**src/rtl/core/lsrs_pkg.sv**
```systemverilog
// Package for the lidar sector range steering block.
// Holds the transaction structs, register indexes, reset values, steering codes
// and the controller/datapath interface structs. Depends on nothing.
package lsrs_pkg;

  // Default values of the top-level parameters.
  localparam int DefaultWindow       = 5;
  localparam int DefaultSectorOffset = 42;
  localparam int DefaultMaxScan      = 4096;

  // Fixed field widths.
  localparam int RangeW   = 16;
  localparam int ScanLenW = 13;
  localparam int CfgIdxW  = 3;
  localparam int CfgDataW = 16;
  localparam int SteerW   = 3;
  localparam int VoteW    = 5;

  // Configuration register indexes.
  typedef enum logic [CfgIdxW-1:0] {
    CFG_SCAN_LENGTH    = 3'd0,
    CFG_RANGE_MIN      = 3'd1,
    CFG_RANGE_MAX      = 3'd2,
    CFG_HARD_RIGHT     = 3'd3,
    CFG_MEDIUM_RIGHT   = 3'd4,
    CFG_SLIGHT_RIGHT   = 3'd5,
    CFG_STRAIGHT_BELOW = 3'd6,
    CFG_STRAIGHT_ABOVE = 3'd7
  } lsrs_cfg_reg_e;

  // Register reset values.
  localparam logic [ScanLenW-1:0] ResetScanLength    = 13'd360;
  localparam logic [RangeW-1:0]   ResetRangeMin      = 16'd20;
  localparam logic [RangeW-1:0]   ResetRangeMax      = 16'd6000;
  localparam logic [RangeW-1:0]   ResetHardRight     = 16'd500;
  localparam logic [RangeW-1:0]   ResetMediumRight   = 16'd600;
  localparam logic [RangeW-1:0]   ResetSlightRight   = 16'd1200;
  localparam logic [RangeW-1:0]   ResetStraightBelow = 16'd1500;
  localparam logic [RangeW-1:0]   ResetStraightAbove = 16'd1650;

  // Steering codes.
  localparam logic [SteerW-1:0] STEER_HARD_RIGHT   = 3'd0;
  localparam logic [SteerW-1:0] STEER_MEDIUM_RIGHT = 3'd1;
  localparam logic [SteerW-1:0] STEER_SLIGHT_RIGHT = 3'd2;
  localparam logic [SteerW-1:0] STEER_STRAIGHT     = 3'd3;
  localparam logic [SteerW-1:0] STEER_LEFT         = 3'd4;

  // Vote array slot that each steering code sets.
  function automatic logic [VoteW-1:0] vote_slot(input logic [SteerW-1:0] cmd);
    logic [VoteW-1:0] slot;
    unique case (cmd)
      STEER_HARD_RIGHT:   slot = 5'd11;
      STEER_MEDIUM_RIGHT: slot = 5'd12;
      STEER_SLIGHT_RIGHT: slot = 5'd13;
      STEER_STRAIGHT:     slot = 5'd16;
      STEER_LEFT:         slot = 5'd18;
      default:            slot = 5'd0;
    endcase
    return slot;
  endfunction

  typedef struct packed {
    logic              first_of_scan;
    logic [RangeW-1:0] range_mm;
    logic              range_is_nan;
  } lsrs_in_item_t;

  typedef struct packed {
    logic [RangeW-1:0] filtered_range_mm;
    logic              filtered_is_nan;
    logic              command_valid;
    logic [SteerW-1:0] steer_command;
    logic [VoteW-1:0]  vote_position;
    logic [RangeW-1:0] scan_average_mm;
    logic [RangeW-1:0] window_average_mm;
    logic              no_data;
  } lsrs_out_item_t;

  // Commands from the controller to the datapath.
  typedef struct packed {
    logic load_in;
    logic filt;
    logic div_start;
    logic div_sel_win;
    logic push;
    logic wsum_step;
    logic load_out;
  } lsrs_cmd_t;

  // Status from the datapath to the controller.
  typedef struct packed {
    logic is_last;
    logic sector_empty;
    logic div_busy;
    logic wsum_last;
    logic no_data;
    logic out_free;
  } lsrs_status_t;

endpackage

```
**src/rtl/core/lsrs_div.sv**
```systemverilog
// Iterative restoring divider, one quotient bit per cycle.
// Used by the datapath for both the sector mean and the window mean.
// Depends on nothing.
module lsrs_div #(
  parameter int DividendW = 29,
  parameter int DivisorW  = 13
) (
  input  logic                 clk_i,
  input  logic                 rst_ni,
  input  logic                 start_i,
  input  logic [DividendW-1:0] dividend_i,
  input  logic [DivisorW-1:0]  divisor_i,
  output logic                 busy_o,
  output logic [DividendW-1:0] quotient_o
);

  localparam int CntW = $clog2(DividendW + 1);

  logic [CntW-1:0]      cnt_q;
  logic [DivisorW-1:0]  rem_q;
  logic [DivisorW-1:0]  div_q;
  logic [DividendW-1:0] quo_q;
  logic [DivisorW:0]    trial;
  logic [DivisorW:0]    diff;
  logic                 fits;

  assign trial = {rem_q, quo_q[DividendW-1]};
  assign fits  = trial >= {1'b0, div_q};
  assign diff  = trial - {1'b0, div_q};

  always_ff @(posedge clk_i or negedge rst_ni) begin
    if (!rst_ni) begin
      cnt_q <= '0;
    end else if (start_i) begin
      cnt_q <= CntW'(DividendW);
    end else if (cnt_q != '0) begin
      cnt_q <= cnt_q - CntW'(1);
    end
  end

  always_ff @(posedge clk_i) begin
    if (start_i) begin
      quo_q <= dividend_i;
      rem_q <= '0;
      div_q <= divisor_i;
    end else if (cnt_q != '0) begin
      rem_q <= fits ? diff[DivisorW-1:0] : trial[DivisorW-1:0];
      quo_q <= {quo_q[DividendW-2:0], fits};
    end
  end

  assign busy_o     = cnt_q != '0;
  assign quotient_o = quo_q;

endmodule

```
**src/rtl/core/lsrs_ctrl.sv**
```systemverilog
// Controller state machine of the lidar sector range steering block.
// Sequences filtering, the two divisions, the window update and the output load.
// Depends on lsrs_pkg.
module lsrs_ctrl (
  input  logic                 clk_i,
  input  logic                 rst_ni,
  input  logic                 in_valid_i,
  output logic                 in_stall_o,
  input  lsrs_pkg::lsrs_status_t status_i,
  output lsrs_pkg::lsrs_cmd_t    cmd_o
);
  import lsrs_pkg::*;

  typedef enum logic [8:0] {
    ST_IDLE      = 9'b000000001,
    ST_FILT      = 9'b000000010,
    ST_SDIV_GO   = 9'b000000100,
    ST_SDIV_WAIT = 9'b000001000,
    ST_PUSH      = 9'b000010000,
    ST_WSUM      = 9'b000100000,
    ST_WDIV_GO   = 9'b001000000,
    ST_WDIV_WAIT = 9'b010000000,
    ST_EMIT      = 9'b100000000
  } lsrs_state_e;

  lsrs_state_e state_q, state_d;

  always_comb begin
    state_d = state_q;
    cmd_o   = '0;
    unique case (state_q)
      ST_IDLE: begin
        cmd_o.load_in = in_valid_i;
        if (in_valid_i) begin
          state_d = ST_FILT;
        end
      end
      ST_FILT: begin
        cmd_o.filt = 1'b1;
        state_d = status_i.is_last ? ST_SDIV_GO : ST_EMIT;
      end
      ST_SDIV_GO: begin
        // An empty sector skips the division; its window entry is invalid.
        if (status_i.sector_empty) begin
          state_d = ST_PUSH;
        end else begin
          cmd_o.div_start = 1'b1;
          state_d = ST_SDIV_WAIT;
        end
      end
      ST_SDIV_WAIT: begin
        if (!status_i.div_busy) begin
          state_d = ST_PUSH;
        end
      end
      ST_PUSH: begin
        cmd_o.push = 1'b1;
        state_d = ST_WSUM;
      end
      ST_WSUM: begin
        cmd_o.wsum_step = 1'b1;
        if (status_i.wsum_last) begin
          state_d = ST_WDIV_GO;
        end
      end
      ST_WDIV_GO: begin
        cmd_o.div_sel_win = 1'b1;
        if (status_i.no_data) begin
          state_d = ST_EMIT;
        end else begin
          cmd_o.div_start = 1'b1;
          state_d = ST_WDIV_WAIT;
        end
      end
      ST_WDIV_WAIT: begin
        cmd_o.div_sel_win = 1'b1;
        if (!status_i.div_busy) begin
          state_d = ST_EMIT;
        end
      end
      ST_EMIT: begin
        if (status_i.out_free) begin
          cmd_o.load_out = 1'b1;
          state_d = ST_IDLE;
        end
      end
      default: begin
        state_d = ST_IDLE;
      end
    endcase
  end

  always_ff @(posedge clk_i or negedge rst_ni) begin
    if (!rst_ni) begin
      state_q <= ST_IDLE;
    end else begin
      state_q <= state_d;
    end
  end

  assign in_stall_o = state_q != ST_IDLE;

endmodule

```
**src/rtl/core/lsrs_dpath.sv**
```systemverilog
// Datapath of the lidar sector range steering block: configuration registers,
// sample filter, sector accumulator, scan window, steering ladder and output register.
// Depends on lsrs_pkg and lsrs_div.
module lsrs_dpath #(
  parameter int Window       = lsrs_pkg::DefaultWindow,
  parameter int SectorOffset = lsrs_pkg::DefaultSectorOffset,
  parameter int MaxScan      = lsrs_pkg::DefaultMaxScan
) (
  input  logic                          clk_i,
  input  logic                          rst_ni,
  input  logic                          cfg_valid_i,
  input  logic [lsrs_pkg::CfgIdxW-1:0]  cfg_index_i,
  input  logic [lsrs_pkg::CfgDataW-1:0] cfg_data_i,
  input  lsrs_pkg::lsrs_in_item_t       in_data_i,
  input  lsrs_pkg::lsrs_cmd_t           cmd_i,
  output lsrs_pkg::lsrs_status_t        status_o,
  output logic                          out_valid_o,
  input  logic                          out_stall_i,
  output lsrs_pkg::lsrs_out_item_t      out_data_o
);
  import lsrs_pkg::*;

  localparam int NW      = $clog2(MaxScan + 1);
  localparam int IdxW    = $clog2(MaxScan);
  localparam int BW      = $clog2(MaxScan + SectorOffset + 1);
  localparam int K       = NW + 1;
  localparam int PW      = NW - 1 + K;
  localparam int SumW    = RangeW + NW;
  localparam int FillW   = $clog2(Window + 1);
  localparam int SlotW   = (Window > 1) ? $clog2(Window) : 1;
  localparam int WsW     = RangeW + FillW;
  localparam int EntryW  = RangeW + 1;
  localparam logic [PW-1:0] RecipThird = PW'((2 ** K + 2) / 3);

  // Configuration registers.
  logic [ScanLenW-1:0] scan_length_q;
  logic [RangeW-1:0]   range_min_q, range_max_q;
  logic [RangeW-1:0]   hard_q, medium_q, slight_q, str_below_q, str_above_q;

  always_ff @(posedge clk_i or negedge rst_ni) begin
    if (!rst_ni) begin
      scan_length_q <= ResetScanLength;
      range_min_q   <= ResetRangeMin;
      range_max_q   <= ResetRangeMax;
      hard_q        <= ResetHardRight;
      medium_q      <= ResetMediumRight;
      slight_q      <= ResetSlightRight;
      str_below_q   <= ResetStraightBelow;
      str_above_q   <= ResetStraightAbove;
    end else if (cfg_valid_i) begin
      unique case (cfg_index_i)
        CFG_SCAN_LENGTH:    scan_length_q <= cfg_data_i[ScanLenW-1:0];
        CFG_RANGE_MIN:      range_min_q   <= cfg_data_i;
        CFG_RANGE_MAX:      range_max_q   <= cfg_data_i;
        CFG_HARD_RIGHT:     hard_q        <= cfg_data_i;
        CFG_MEDIUM_RIGHT:   medium_q      <= cfg_data_i;
        CFG_SLIGHT_RIGHT:   slight_q      <= cfg_data_i;
        CFG_STRAIGHT_BELOW: str_below_q   <= cfg_data_i;
        CFG_STRAIGHT_ABOVE: str_above_q   <= cfg_data_i;
        default: ;
      endcase
    end
  end

  // Effective scan length and band bounds. n/6 is (n/2)/3 by a reciprocal multiply.
  logic [NW-1:0]   n_eff;
  logic [NW-2:0]   half_n;
  logic [PW-1:0]   prod_q;
  logic [NW-1:0]   n6, n4;
  logic [BW-1:0]   sec_lo, sec_hi;

  always_comb begin
    if (scan_length_q == '0) begin
      n_eff = NW'(1);
    end else if (32'(scan_length_q) > 32'(MaxScan)) begin
      n_eff = NW'(MaxScan);
    end else begin
      n_eff = NW'(scan_length_q);
    end
  end

  assign half_n = n_eff[NW-1:1];

  always_ff @(posedge clk_i) begin
    prod_q <= PW'(half_n) * RecipThird;
  end

  assign n6     = NW'(prod_q >> K);
  assign n4     = n_eff >> 2;
  assign sec_lo = BW'(n6) + BW'(SectorOffset);
  assign sec_hi = BW'(n4) + BW'(SectorOffset);

  // Accepted input item.
  lsrs_in_item_t in_q;

  always_ff @(posedge clk_i) begin
    if (cmd_i.load_in) begin
      in_q <= in_data_i;
    end
  end

  // Sample filter and sector accumulator.
  logic [IdxW-1:0]   idx_q, idx_cur;
  logic [SumW-1:0]   sum_q, sum_cur, sum_add;
  logic [NW-1:0]     cnt_q, cnt_cur, idx_next;
  logic [RangeW-1:0] val;
  logic              in_sector, in_band, counted, is_last;

  assign idx_cur  = in_q.first_of_scan ? '0 : idx_q;
  assign sum_cur  = in_q.first_of_scan ? '0 : sum_q;
  assign cnt_cur  = in_q.first_of_scan ? '0 : cnt_q;
  assign val      = (!in_q.range_is_nan &&
                     (in_q.range_mm < range_min_q || in_q.range_mm > range_max_q)) ?
                    '0 : in_q.range_mm;
  assign in_sector = BW'(idx_cur) >= sec_lo && BW'(idx_cur) < sec_hi;
  assign in_band   = NW'(idx_cur) >= n6 && NW'(idx_cur) < n4;
  assign counted   = in_sector && !in_q.range_is_nan;
  assign sum_add   = counted ? SumW'(val) : '0;
  assign idx_next  = NW'(idx_cur) + NW'(1);
  assign is_last   = idx_next >= n_eff;

  logic [RangeW-1:0] filt_range_q;
  logic              filt_nan_q, last_q;

  always_ff @(posedge clk_i) begin
    if (cmd_i.filt) begin
      filt_range_q <= (in_band && !in_q.range_is_nan) ? val : '0;
      filt_nan_q   <= in_band && in_q.range_is_nan;
      last_q       <= is_last;
    end
  end

  // Divider shared by the sector mean and the window mean.
  logic [SumW-1:0] div_dividend, quo;
  logic [NW-1:0]   div_divisor;
  logic            div_busy;
  logic [WsW-1:0]  wsum_q;
  logic [FillW-1:0] fill_q;

  assign div_dividend = cmd_i.div_sel_win ? SumW'(wsum_q) : sum_q;
  assign div_divisor  = cmd_i.div_sel_win ? NW'(fill_q) : cnt_q;

  lsrs_div #(
    .DividendW(SumW),
    .DivisorW (NW)
  ) u_div (
    .clk_i     (clk_i),
    .rst_ni    (rst_ni),
    .start_i   (cmd_i.div_start),
    .dividend_i(div_dividend),
    .divisor_i (div_divisor),
    .busy_o    (div_busy),
    .quotient_o(quo)
  );

  // Scan window. Entries are read only below the fill level.
  logic [EntryW-1:0] win_q [Window];
  logic [EntryW-1:0] entry_new, rd_entry;
  logic [SlotW-1:0]  slot_q, wi_q;
  logic [RangeW-1:0] scan_avg_q;
  logic              nodata_q, wsum_last;

  assign entry_new = (cnt_q != '0) ? {1'b1, quo[RangeW-1:0]} : '0;
  assign rd_entry  = win_q[wi_q];
  assign wsum_last = FillW'(wi_q) == fill_q - FillW'(1);

  always_ff @(posedge clk_i) begin
    if (cmd_i.push) begin
      win_q[slot_q] <= entry_new;
      scan_avg_q    <= entry_new[RangeW-1:0];
    end
  end

  always_ff @(posedge clk_i or negedge rst_ni) begin
    if (!rst_ni) begin
      idx_q    <= '0;
      sum_q    <= '0;
      cnt_q    <= '0;
      slot_q   <= '0;
      fill_q   <= '0;
      wi_q     <= '0;
      wsum_q   <= '0;
      nodata_q <= 1'b0;
    end else begin
      if (cmd_i.filt) begin
        idx_q <= is_last ? '0 : IdxW'(idx_next);
        sum_q <= sum_cur + sum_add;
        cnt_q <= counted ? cnt_cur + NW'(1) : cnt_cur;
      end else if (cmd_i.push) begin
        sum_q <= '0;
        cnt_q <= '0;
      end
      if (cmd_i.push) begin
        slot_q   <= (slot_q == SlotW'(Window - 1)) ? '0 : slot_q + SlotW'(1);
        fill_q   <= (fill_q < FillW'(Window)) ? fill_q + FillW'(1) : fill_q;
        wi_q     <= '0;
        wsum_q   <= '0;
        nodata_q <= 1'b0;
      end else if (cmd_i.wsum_step) begin
        wsum_q   <= wsum_q + WsW'(rd_entry[RangeW-1:0]);
        nodata_q <= nodata_q | !rd_entry[RangeW];
        wi_q     <= wsum_last ? '0 : wi_q + SlotW'(1);
      end
    end
  end

  // Steering ladder, applied in its listed order.
  logic [RangeW-1:0] wavg;
  logic [SteerW-1:0] steer;

  assign wavg = nodata_q ? '0 : quo[RangeW-1:0];

  always_comb begin
    if (nodata_q) begin
      steer = STEER_LEFT;
    end else if (wavg < hard_q) begin
      steer = STEER_HARD_RIGHT;
    end else if (wavg < medium_q) begin
      steer = STEER_MEDIUM_RIGHT;
    end else if (wavg < slight_q) begin
      steer = STEER_SLIGHT_RIGHT;
    end else if (wavg < str_below_q) begin
      steer = STEER_STRAIGHT;
    end else if (wavg > str_above_q) begin
      steer = STEER_STRAIGHT;
    end else begin
      steer = STEER_LEFT;
    end
  end

  // Output register.
  lsrs_out_item_t out_q;
  logic           out_valid_q;

  always_ff @(posedge clk_i) begin
    if (cmd_i.load_out) begin
      out_q.filtered_range_mm <= filt_range_q;
      out_q.filtered_is_nan   <= filt_nan_q;
      out_q.command_valid     <= last_q;
      out_q.steer_command     <= last_q ? steer : '0;
      out_q.vote_position     <= last_q ? vote_slot(steer) : '0;
      out_q.scan_average_mm   <= last_q ? scan_avg_q : '0;
      out_q.window_average_mm <= last_q ? wavg : '0;
      out_q.no_data           <= last_q && nodata_q;
    end
  end

  always_ff @(posedge clk_i or negedge rst_ni) begin
    if (!rst_ni) begin
      out_valid_q <= 1'b0;
    end else if (cmd_i.load_out) begin
      out_valid_q <= 1'b1;
    end else if (!out_stall_i) begin
      out_valid_q <= 1'b0;
    end
  end

  assign out_valid_o = out_valid_q;
  assign out_data_o  = out_q;

  assign status_o.is_last      = is_last;
  assign status_o.sector_empty = cnt_q == '0;
  assign status_o.div_busy     = div_busy;
  assign status_o.wsum_last    = wsum_last;
  assign status_o.no_data      = nodata_q;
  assign status_o.out_free     = !out_valid_q || !out_stall_i;

endmodule

```
**src/rtl/core/lidar_sector_range_steering.sv**
```systemverilog
// Top level of the lidar sector range steering block.
// Joins the controller (lsrs_ctrl) and the datapath (lsrs_dpath); depends on lsrs_pkg.
//
// Usage. Range samples enter on the input channel (in_valid_i, in_stall_o,
// in_data_i), one sample per transaction. Every sample yields exactly one result
// transaction on the output channel (out_valid_o, out_stall_i, out_data_o): the
// filtered range, and on the last sample of a scan also the scan mean, window mean,
// steering code and vote slot. Configuration registers are written through
// cfg_valid_i/cfg_index_i/cfg_data_i; cfg_ready_o is always high, and writes are
// expected only while the block has no sample in flight.
// Timing. The block works on one sample at a time. An ordinary sample is registered
// on acceptance, filtered, then loaded into the output register; the next sample can
// be accepted from the cycle in which its result becomes valid. The last sample of a
// scan also passes through the one-bit-per-cycle divider, used for the sector mean
// and then for the window mean unless either has no data, and through the walk over
// the window entries.
// Reset clears the scan index, the sector sums, the window fill level and the
// output valid; configuration returns to its reset values.
// Stalls. A finished result waits in the output register while the receiver
// stalls; one further sample is accepted and processed meanwhile, and the block
// then holds in_stall_o high until the output register is free.
module lidar_sector_range_steering #(
  parameter int Window       = lsrs_pkg::DefaultWindow,
  parameter int SectorOffset = lsrs_pkg::DefaultSectorOffset,
  parameter int MaxScan      = lsrs_pkg::DefaultMaxScan
) (
  input  logic                          clk_i,
  input  logic                          rst_ni,
  input  logic                          in_valid_i,
  output logic                          in_stall_o,
  input  lsrs_pkg::lsrs_in_item_t       in_data_i,
  output logic                          out_valid_o,
  input  logic                          out_stall_i,
  output lsrs_pkg::lsrs_out_item_t      out_data_o,
  input  logic                          cfg_valid_i,
  output logic                          cfg_ready_o,
  input  logic [lsrs_pkg::CfgIdxW-1:0]  cfg_index_i,
  input  logic [lsrs_pkg::CfgDataW-1:0] cfg_data_i
);
  import lsrs_pkg::*;

  lsrs_cmd_t    cmd;
  lsrs_status_t status;

  // Registers take every write; the user writes them only while idle.
  assign cfg_ready_o = 1'b1;

  lsrs_ctrl u_ctrl (
    .clk_i     (clk_i),
    .rst_ni    (rst_ni),
    .in_valid_i(in_valid_i),
    .in_stall_o(in_stall_o),
    .status_i  (status),
    .cmd_o     (cmd)
  );

  lsrs_dpath #(
    .Window      (Window),
    .SectorOffset(SectorOffset),
    .MaxScan     (MaxScan)
  ) u_dpath (
    .clk_i      (clk_i),
    .rst_ni     (rst_ni),
    .cfg_valid_i(cfg_valid_i && cfg_ready_o),
    .cfg_index_i(cfg_index_i),
    .cfg_data_i (cfg_data_i),
    .in_data_i  (in_data_i),
    .cmd_i      (cmd),
    .status_o   (status),
    .out_valid_o(out_valid_o),
    .out_stall_i(out_stall_i),
    .out_data_o (out_data_o)
  );

  // The divider is never restarted while a division is still running.
  assert property (@(posedge clk_i) disable iff (!rst_ni)
    cmd.div_start |-> !status.div_busy)
    else $error("divider started while busy");

  // A result is never loaded over one that the receiver has not taken.
  assert property (@(posedge clk_i) disable iff (!rst_ni)
    cmd.load_out |-> status.out_free)
    else $error("output register overwritten");

  // After accepting a sample the block is busy in the next cycle.
  assert property (@(posedge clk_i) disable iff (!rst_ni)
    (in_valid_i && !in_stall_o) |=> in_stall_o)
    else $error("input accepted on consecutive cycles");

  // Missing window data always steers left.
  assert property (@(posedge clk_i) disable iff (!rst_ni)
    (out_valid_o && out_data_o.no_data) |-> (out_data_o.steer_command == STEER_LEFT))
    else $error("no_data result without left command");

endmodule
```
**config.mk**
```make
export PLATFORM = sky130hd
export DESIGN_NAME = lidar_sector_range_steering
export DESIGN_NICKNAME = d
export VERILOG_FILES = /design/src/rtl/core/lsrs_pkg.sv /design/src/rtl/core/lsrs_div.sv /design/src/rtl/core/lsrs_ctrl.sv /design/src/rtl/core/lsrs_dpath.sv /design/src/rtl/core/lidar_sector_range_steering.sv
export SDC_FILE = /design/constraint.sdc
export NUM_CORES = 1
export LEC_CHECK = 0
export BUFFER_PORTS_ARGS = -buffer_cell sky130_fd_sc_hd__buf_2
export CAP_MARGIN = 20
export CORE_MARGIN = 8
export CORE_UTILIZATION = 50
export CTS_CLUSTER_DIAMETER = 80
export DETAILED_ROUTE_END_ITERATION = 10
export PLACE_DENSITY_LB_ADDON = 0.15
export SYNTH_ARGS = -nofsm -noshare
export SYNTH_HDL_FRONTEND = slang
export SYNTH_HIERARCHICAL = 1
export SYNTH_SLANG_ARGS = --single-unit
export TNS_END_PERCENT = 30
```
**constraint.sdc**
```tcl
create_clock -name clk_i -period 6.1 [get_ports clk_i]
set_input_delay 0.915 -clock clk_i [delete_from_list [all_inputs] [get_ports clk_i]]
set_output_delay 0.915 -clock clk_i [all_outputs]
set_load 0.05 [all_outputs]
```
==> impl_metrics.toml, run 1 <==
[floorplan]
coreArea_um2 = 57600
start_util_pct = 50.4
fp.dieW_um = 257
die_area_um2 = 66000
design.portCount = 104
die_y_um = 257
rows = 88

[worst_hold_path]
hp-class = "input pin to async pin"

[cts]
cts.repair.resized = 0
cts.clk_slew.worst_paths_ns = 0.06
cts_buffer_depth = 3
numCtsBuffers = 52
cts_max_level = 2
clock_sinks = 485
clock_latency_ns = 0.63
cts_tree = "done"
clockRootBuffer = "clkbuf_16"
ctsHoldBuffers = 0
post_cts_buffers = 0

[logic_synthesis]
ys_types = 100
synth_edf_count = 238
synthTopCellsByArea = "edfxtp_1, dfrtp_1, ha_1"
avgSynthCellArea_um2 = 11.0
synth_cells = 2629
synth.top_cell.area_share_pct = 24.6
synth_top_area_cell = "edfxtp_1"
netlist_area_um2 = 29000
synth-async-reset-ratio_pct = 46.0
synth_commonest_cells = "ha_1, inv_1, edfxtp_1, dfrtp_1, nand2_1"
synthMostInstantiatedCell = "ha_1"
synth_flop_cell = "edfxtp_1"
synthesis.nets = 3016
ys_seq_area_share_pct = 45.7
ys_ff_latch = 485
ys.warnings.count = 6

[sta]
rsz0062_at_grt = "false"
drv_slew = 0
fin_crit_sh_pct = 93.2
max_freq_mhz = 176
hold_violations = 0
hold_ws_ns = 0.318
slew_headroom_pct = 29.4
setup_viol = 0
skew_ns = 0.0443
max_slew.worst_pin.slew_ns = 1.06
fin_crit_ns = 5.69
fin_tns_setup_ns = 0

[drt]
drt_iter0_markers = 1383
num_vias = 20000
wl_um = 69200
vias_per_cell = 5.64
firstDrtPassIters = 5
wl_per_cell_um = 19.5
drc = 0
antenna_left = 0

[flow_run]
maxCapViolations = 0

[worst_setup_path]
crit_arrival_ns = 6.18
crit_type = "flop to flop"
critPathLaunchType = "flop"
crit_path_end_kind = "flop"
rr_startpoint = "u_dpath/scan_length_q[12]$_DFFE_PN0P_"
cp_max_fo = 10
slowest_stage = "fa_1"
ff2ff_path_depth = 27
r2r_setup_slack_ns = 0.41
reg2reg_to = "u_dpath/sum_q[24]$_DFFE_PN0P_"
max_stage_delay_ns = 0.41
cp.required_ns = 6.59

[finish]
finish.utilization_pct = 56.2
antenna_cells = 0
drive_gt1_share_pct = 17.3
fin_nets = 3123
area_delta_synth_final_pct = 11.5

[place]
io_buffer_count = 102
hpwl_um = 50000
gp_congestion = 0.903

[power_and_ir_drop]
powerDensity_nw_per_um2 = 412
leakagePower_nw = 14.4
ir_drop_mv = 0.418

[global_routing]
antenna_found_initial = 3
gr-total-overflow = 0
grt_max_degree = 122
grt_pass1_vias = 20000
grt_usage_pct = 20.8
grt_first_pass_wirelength_um = 112000

[status]
run_status = "finished clean"
## where the power goes
| group | internal, mW | switching (mW) |
|---|---|---|
| Combinational | 2.31 | 3.26 |
| Clock | 1.98 | 1.35 |
| Sequential | 4.07 | 0.367 |
| Total | 8.36 | 4.98 |
## how the worst max path moves through the flow
stage / startpoint / endpoint / cells past startpoint / slack, ns
finish: u_dpath/scan_length_q[12]$_DFFE_PN0P_ / u_dpath/sum_q[24]$_DFFE_PN0P_ / 27 / 0.41
global route: u_dpath/scan_length_q[12]$_DFFE_PN0P_ / u_dpath/sum_q[20]$_DFFE_PN0P_ / 27 / 0.01
CTS: u_dpath/scan_length_q[12]$_DFFE_PN0P_ / u_dpath/sum_q[24]$_DFFE_PN0P_ / 27 / 0.17
detailed placement: u_dpath/scan_length_q[12]$_DFFE_PN0P_ / u_dpath/sum_q[24]$_DFFE_PN0P_ / 27 / 0.25
global placement: u_dpath/scan_length_q[12]$_DFFE_PN0P_ / u_dpath/sum_q[28]$_DFFE_PN0P_ / 27 / 0.42
floorplan: u_dpath/scan_length_q[12]$_DFFE_PN0P_ / u_dpath/sum_q[28]$_DFFE_PN0P_ / 29 / 0.54
## cells in the final DEF, fill, tap and decap left out, drive strengths merged, types with 24 or more instances in the layout
| cell type | n |
|---|---|
| a21o | 37 |
| a21oi | 115 |
| and2 | 55 |
| buf | 144 |
| clkbuf | 70 |
| dfrtp | 182 |
| dfstp | 41 |
| dfxtp | 24 |
| edfxtp | 238 |
| fa | 43 |
| ha | 302 |
| inv | 294 |
| mux2 | 145 |
| mux2i | 24 |
| nand2 | 170 |
| nand2b | 31 |
| nand3 | 37 |
| nand4 | 25 |
| nor2 | 113 |
| nor2b | 88 |
| nor3 | 47 |
| nor4 | 29 |
| o211ai | 26 |
| o21ai | 151 |
| xnor2 | 52 |
## worst max-delay path: cells and delay by family, from the launching register on
family	cells	cell delay, ns
AOI/OAI and AO/OA	12	2.27
adders and majority gates	4	1.24
and+or+nand+nor	7	1.21
buffers and inverters	3	0.39
DFF	1	0.34
xor gates and xnor gates	1	0.13
## cell families after synthesis
group	Yosys count	share of synthesized area (%)
flip-flops	485	45.7
buffers and inverters	386	5.17
multiplexers	186	7.79
adder cells (fa/ha/maj)	345	16.0
AO/OA/AOI/OAI	485	11.0
XOR/XNOR	74	2.23
other	1	0.0129
AND/OR/NAND/NOR	667	12.1
## per-layer routing
| layer | track usage [%] | up-vias | wire length, um | share of wire [%] |
|---|---|---|---|---|
| met4 | 3.55 | 0 | 970 | 1.4 |
| met1 | 30.4 | 9932 | 33300 | 48 |
| met2 | 33.2 | 421 | 31500 | 46 |
| li1 | - | 9565 | - | - |
| met3 | 2.96 | 80 | 3400 | 4.9 |
| met5 | 0 | - | 0 | 0 |
## flip-flops by register name, summed over array words and instances (netlist names), 18 cells and up
register / cells
u_dpath/out_data_o: 59
u_dpath/win_q: 85
u_dpath/wsum_q: 19
u_dpath/sum_q: 29
u_dpath/u_div/quotient_o: 29
u_dpath/in_q: 18
## stage by stage
| step | power (mW) | cell area [um^2] | setup slack [ns] | cells |
|---|---|---|---|---|
| global route | 14.4 | 32300 | 0.00962 | 3545 |
| CTS | 13.4 | 32300 | 0.167 | 3543 |
| detailed placement | 10.0 | 30500 | 0.253 | 3445 |
| global placement | 9.87 | 30500 | 0.417 | 3443 |
| floorplan | 8.48 | 29000 | 0.541 | 2629 |
| finish | 13.3 | 32300 | 0.415 | 3545 |
## layout make-up
| cell class | count | area (um^2) |
|---|---|---|
| Multi-Input combinational cell | 1758 | 14300 |
| Clock inverter | 28 | 394 |
| Timing Repair Buffer | 144 | 871 |
| Tap cell | 765 | 957 |
| Inverter | 295 | 1110 |
| Sequential cell | 485 | 13300 |
| Fill cell | 4911 | 25200 |
| Clock buffer | 70 | 1420 |
Power figures use the tool's default switching activity.
==> run 2, diff against run 1 <==
--- a/config.mk
+++ b/config.mk
@@ -7,13 +7,13 @@
 export LEC_CHECK = 0
 export BUFFER_PORTS_ARGS = -buffer_cell sky130_fd_sc_hd__buf_2
 export CAP_MARGIN = 20
-export CORE_MARGIN = 8
+export CORE_MARGIN = 1
 export CORE_UTILIZATION = 50
 export CTS_CLUSTER_DIAMETER = 80
 export DETAILED_ROUTE_END_ITERATION = 10
+export MAX_ROUTING_LAYER = met4
 export PLACE_DENSITY_LB_ADDON = 0.15
 export SYNTH_ARGS = -nofsm -noshare
 export SYNTH_HDL_FRONTEND = slang
-export SYNTH_HIERARCHICAL = 1
 export SYNTH_SLANG_ARGS = --single-unit
 export TNS_END_PERCENT = 30
==> run 2 against run 1 <==
Effect of this change:
- power is 2.8% lower
- critical path type unchanged
- clock power shrank 2%
- critical path depth stayed put
- via count shrank 0.94%
==> impl_metrics.toml, run 2 <==
[power_and_ir_drop]
intPower_mw = 8.13
power.share.sequential_pct = 34.3
powerDensity_nw_per_um2 = 405
ir_drop_mv = 0.653
leakagePower_nw = 14.3
swShare_pct = 37.3
p_clk_share_pct = 25.3
p_comb_share_pct = 40.4
power.switching_mw = 4.83

[worst_setup_path]
crit_arrival_ns = 6.20
crit_path_end_kind = "flop"
cp.required_ns = 6.63
critPathLaunchType = "flop"
max_stage_delay_ns = 0.40
rr_startpoint = "u_dpath.scan_length_q[12]$_DFFE_PN0P_"
slowest_stage = "fa_1"
critPathTopFamily = "compound AO/OA/AOI/OAI gates"
r2r_setup_slack_ns = 0.42
ff2ff_path_depth = 27
crit_buf_inv = 5
reg2reg_to = "u_dpath.sum_q[24]$_DFFE_PN0P_"
cp_max_fo = 17
crit_type = "flop to flop"

[drt]
drt_iter0_markers = 1130
wl_per_cell_um = 20.0
num_vias = 19800
vias_per_cell = 5.59
wl_um = 70700
drc = 0
antenna_left = 0
firstDrtPassIters = 6

[cts]
cts_buffer_depth = 3
cts_tree = "done"
numCtsBuffers = 54
cts_max_level = 2
cts.clk_slew.worst_paths_ns = 0.07
clockRootBuffer = "clkbuf_16"
clock_latency_ns = 0.62
clock_sinks = 485

[global_routing]
grt_pass1_vias = 19800
antenna_found_initial = 0
gr-total-overflow = 0
grt_first_pass_wirelength_um = 112000
grt_max_degree = 117
grt_usage_pct = 25.6

[finish]
layout_common_cells = "ha_1, inv_1, edfxtp_1"
regMostFlops = "u_dpath.win_q"
register_area_um2 = 13300
multiInputGateArea_um2 = 14100
postLayoutCellArea_um2 = 32000
antenna_cells = 0
final_common_cell = "ha_1"
area_delta_synth_final_pct = 11.8
fill_cells = 4765
fin_nets = 3126
drive_gt1_share_pct = 15.5
largest_reg_flops = 85

[place]
hpwl_um = 51600
gp_congestion = 0.892
pre_cts_slack_ns = 0.375
dpl_cell_area_um2 = 30200
io_buffer_count = 102

[logic_synthesis]
avgSynthCellArea_um2 = 10.9
synth.top_cell.area_share_pct = 25.0
ys_types = 92
synth_cells = 2615
synth_flop_cell = "edfxtp_1"
synth_top_area_cell = "edfxtp_1"
synthesis.nets = 3001
synth_edf_count = 238
synthTopCellsByArea = "edfxtp_1, dfrtp_1, ha_1"
ys_ff_latch = 485
synth_commonest_cells = "ha_1, inv_1, edfxtp_1, nand2_1, dfrtp_1"
netlist_area_um2 = 28600
synthMostInstantiatedCell = "ha_1"
ys.warnings.count = 0
ys_seq_area_share_pct = 46.3
synth-async-reset-ratio_pct = 46.0

[worst_hold_path]
hp-class = "input pin to async pin"

[floorplan]
start_util_pct = 50.6
die_area_um2 = 58200
fp.dieW_um = 241
coreArea_um2 = 56500
design.portCount = 104
rows = 87
die_y_um = 241

[sta]
setup_viol = 0
rsz0062_at_grt = "false"
max_slew.worst_pin.slew_ns = 1.00
max_freq_mhz = 176
fin_tns_setup_ns = 0
fin_crit_ns = 5.68
slew_headroom_pct = 33.3
fin_ws_ns = 0.425
fin_crit_sh_pct = 93.0
hold_violations = 0
skew_ns = 0.0184
drv_slew = 0

[flow_run]
maxCapViolations = 0

[status]
run_status = "finished clean"
==> run 2: changes by cell type after synthesis, sizes merged, moves of 10 or more <==
| cell | previous run | this run |
|---|---|---|
| nor2b | 88 | 72 |
| a21o | 37 | 47 |
| xor2 | 22 | 35 |
| mux2 | 145 | 96 |
| inv | 294 | 253 |
| clkbuf | 71 | 59 |
| nor2 | 113 | 98 |
| and2 | 55 | 94 |
| o21ai | 151 | 186 |
| nand2 | 170 | 228 |
| o22ai | 15 | 3 |
| nor4 | 29 | 18 |
==> run 2: worst reg2reg max path, stage by stage, from the launching register on <==
cell,delay (ns)
dfrtp_1,0.38
inv_1,0.16
buf_4,0.25
nand2_1,0.19
inv_1,0.25
ha_1,0.23
a21oi_1,0.08
xnor2_1,0.19
ha_1,0.28
a21o_1,0.16
a21o_1,0.19
a21oi_2,0.16
o211ai_1,0.21
nor3_2,0.29
o21a_1,0.16
buf_4,0.19
and2_1,0.16
ha_1,0.16
inv_1,0.06
fa_1,0.40
nor2b_1,0.13
o21ai_1,0.10
a21boi_2,0.21
o211ai_1,0.16
a21oi_2,0.29
nand3_1,0.17
o31a_1,0.27
a31oi_1,0.13
==> run 2: final cells by class <==
| type | instances | share of cell area (%) |
|---|---|---|
| Timing Repair Buffer | 148 | 2.85 |
| Multi-Input combinational cell | 1795 | 44.2 |
| Sequential cell | 485 | 41.5 |
| Tap cell | 756 | 2.96 |
| Inverter | 256 | 3.00 |
| Clock buffer | 67 | 4.58 |
| Clock inverter | 35 | 0.955 |
==> run 2: power by group through the flow <==
stage                     Clock, mW  Combinational, mW  Sequential, mW
after CTS                      3.35               5.32            4.45
after global placement            0               5.13            4.50
after detailed placement          0               5.28            4.50
final                          3.27               5.24            4.45
after global routing           3.47               6.03            4.50
after floorplan                   0               3.85            4.41
==> run 2: how the worst max path moves through the flow <==
stage	from	slack, ns	endpoint	cells past startpoint
after floorplan	u_dpath.scan_length_q[12]$_DFFE_PN0P_	0.68	u_dpath.sum_q[24]$_DFFE_PN0P_	29
after CTS	u_dpath.scan_length_q[12]$_DFFE_PN0P_	0.34	u_dpath.sum_q[24]$_DFFE_PN0P_	27
after global routing	u_dpath.scan_length_q[12]$_DFFE_PN0P_	0.01	u_dpath.sum_q[24]$_DFFE_PN0P_	30
after detailed placement	u_dpath.scan_length_q[12]$_DFFE_PN0P_	0.38	u_dpath.sum_q[24]$_DFFE_PN0P_	27
final	u_dpath.scan_length_q[12]$_DFFE_PN0P_	0.42	u_dpath.sum_q[24]$_DFFE_PN0P_	27
after global placement	u_dpath.scan_length_q[12]$_DFFE_PN0P_	0.49	u_dpath.sum_q[24]$_DFFE_PN0P_	29
==> run 2: routing by layer <==
metal	track usage, %	part of all wire (%)	vias up
met1	33.9	46	9798
li1	-	-	9558
met2	42.5	49	384
met5	-	0	-
met3	2.64	3.5	71
met4	5.89	1.6	0
==> run 2: logic make-up after synthesis <==
kind of cell               after synthesis  share of synthesized area, %
xor gates and xnor gates                79                          2.42
AOI/OAI and AO/OA                      512                          11.4
other                                    2                        0.0262
and+or+nand+nor                        716                          13.1
DFF                                    485                          46.3
muxes                                  142                          6.13
adders and majority gates              344                          16.2
buffers and inverters                  335                          4.47
==> run 2: stage by stage <==
stage | cells | utilization (%) | power (mW) | hold slack (ns)
floorplan | 2615 | - | 8.27 | 0.400
finish | 3542 | 56.6 | 13.0 | 0.360
detailed placement | 3436 | 53.4 | 9.78 | 0.405
global route | 3542 | 56.6 | 14.0 | 0.412
CTS | 3538 | 56.6 | 13.1 | 0.397
global placement | 3434 | 53.3 | 9.62 | 0.400
==> run 2: repair_timing <==
item	in CTS	in global routing
gates resized for setup	0	2
hold buffers	0	0
endpoints found under the setup margin	0	7
buffers inserted	0	3
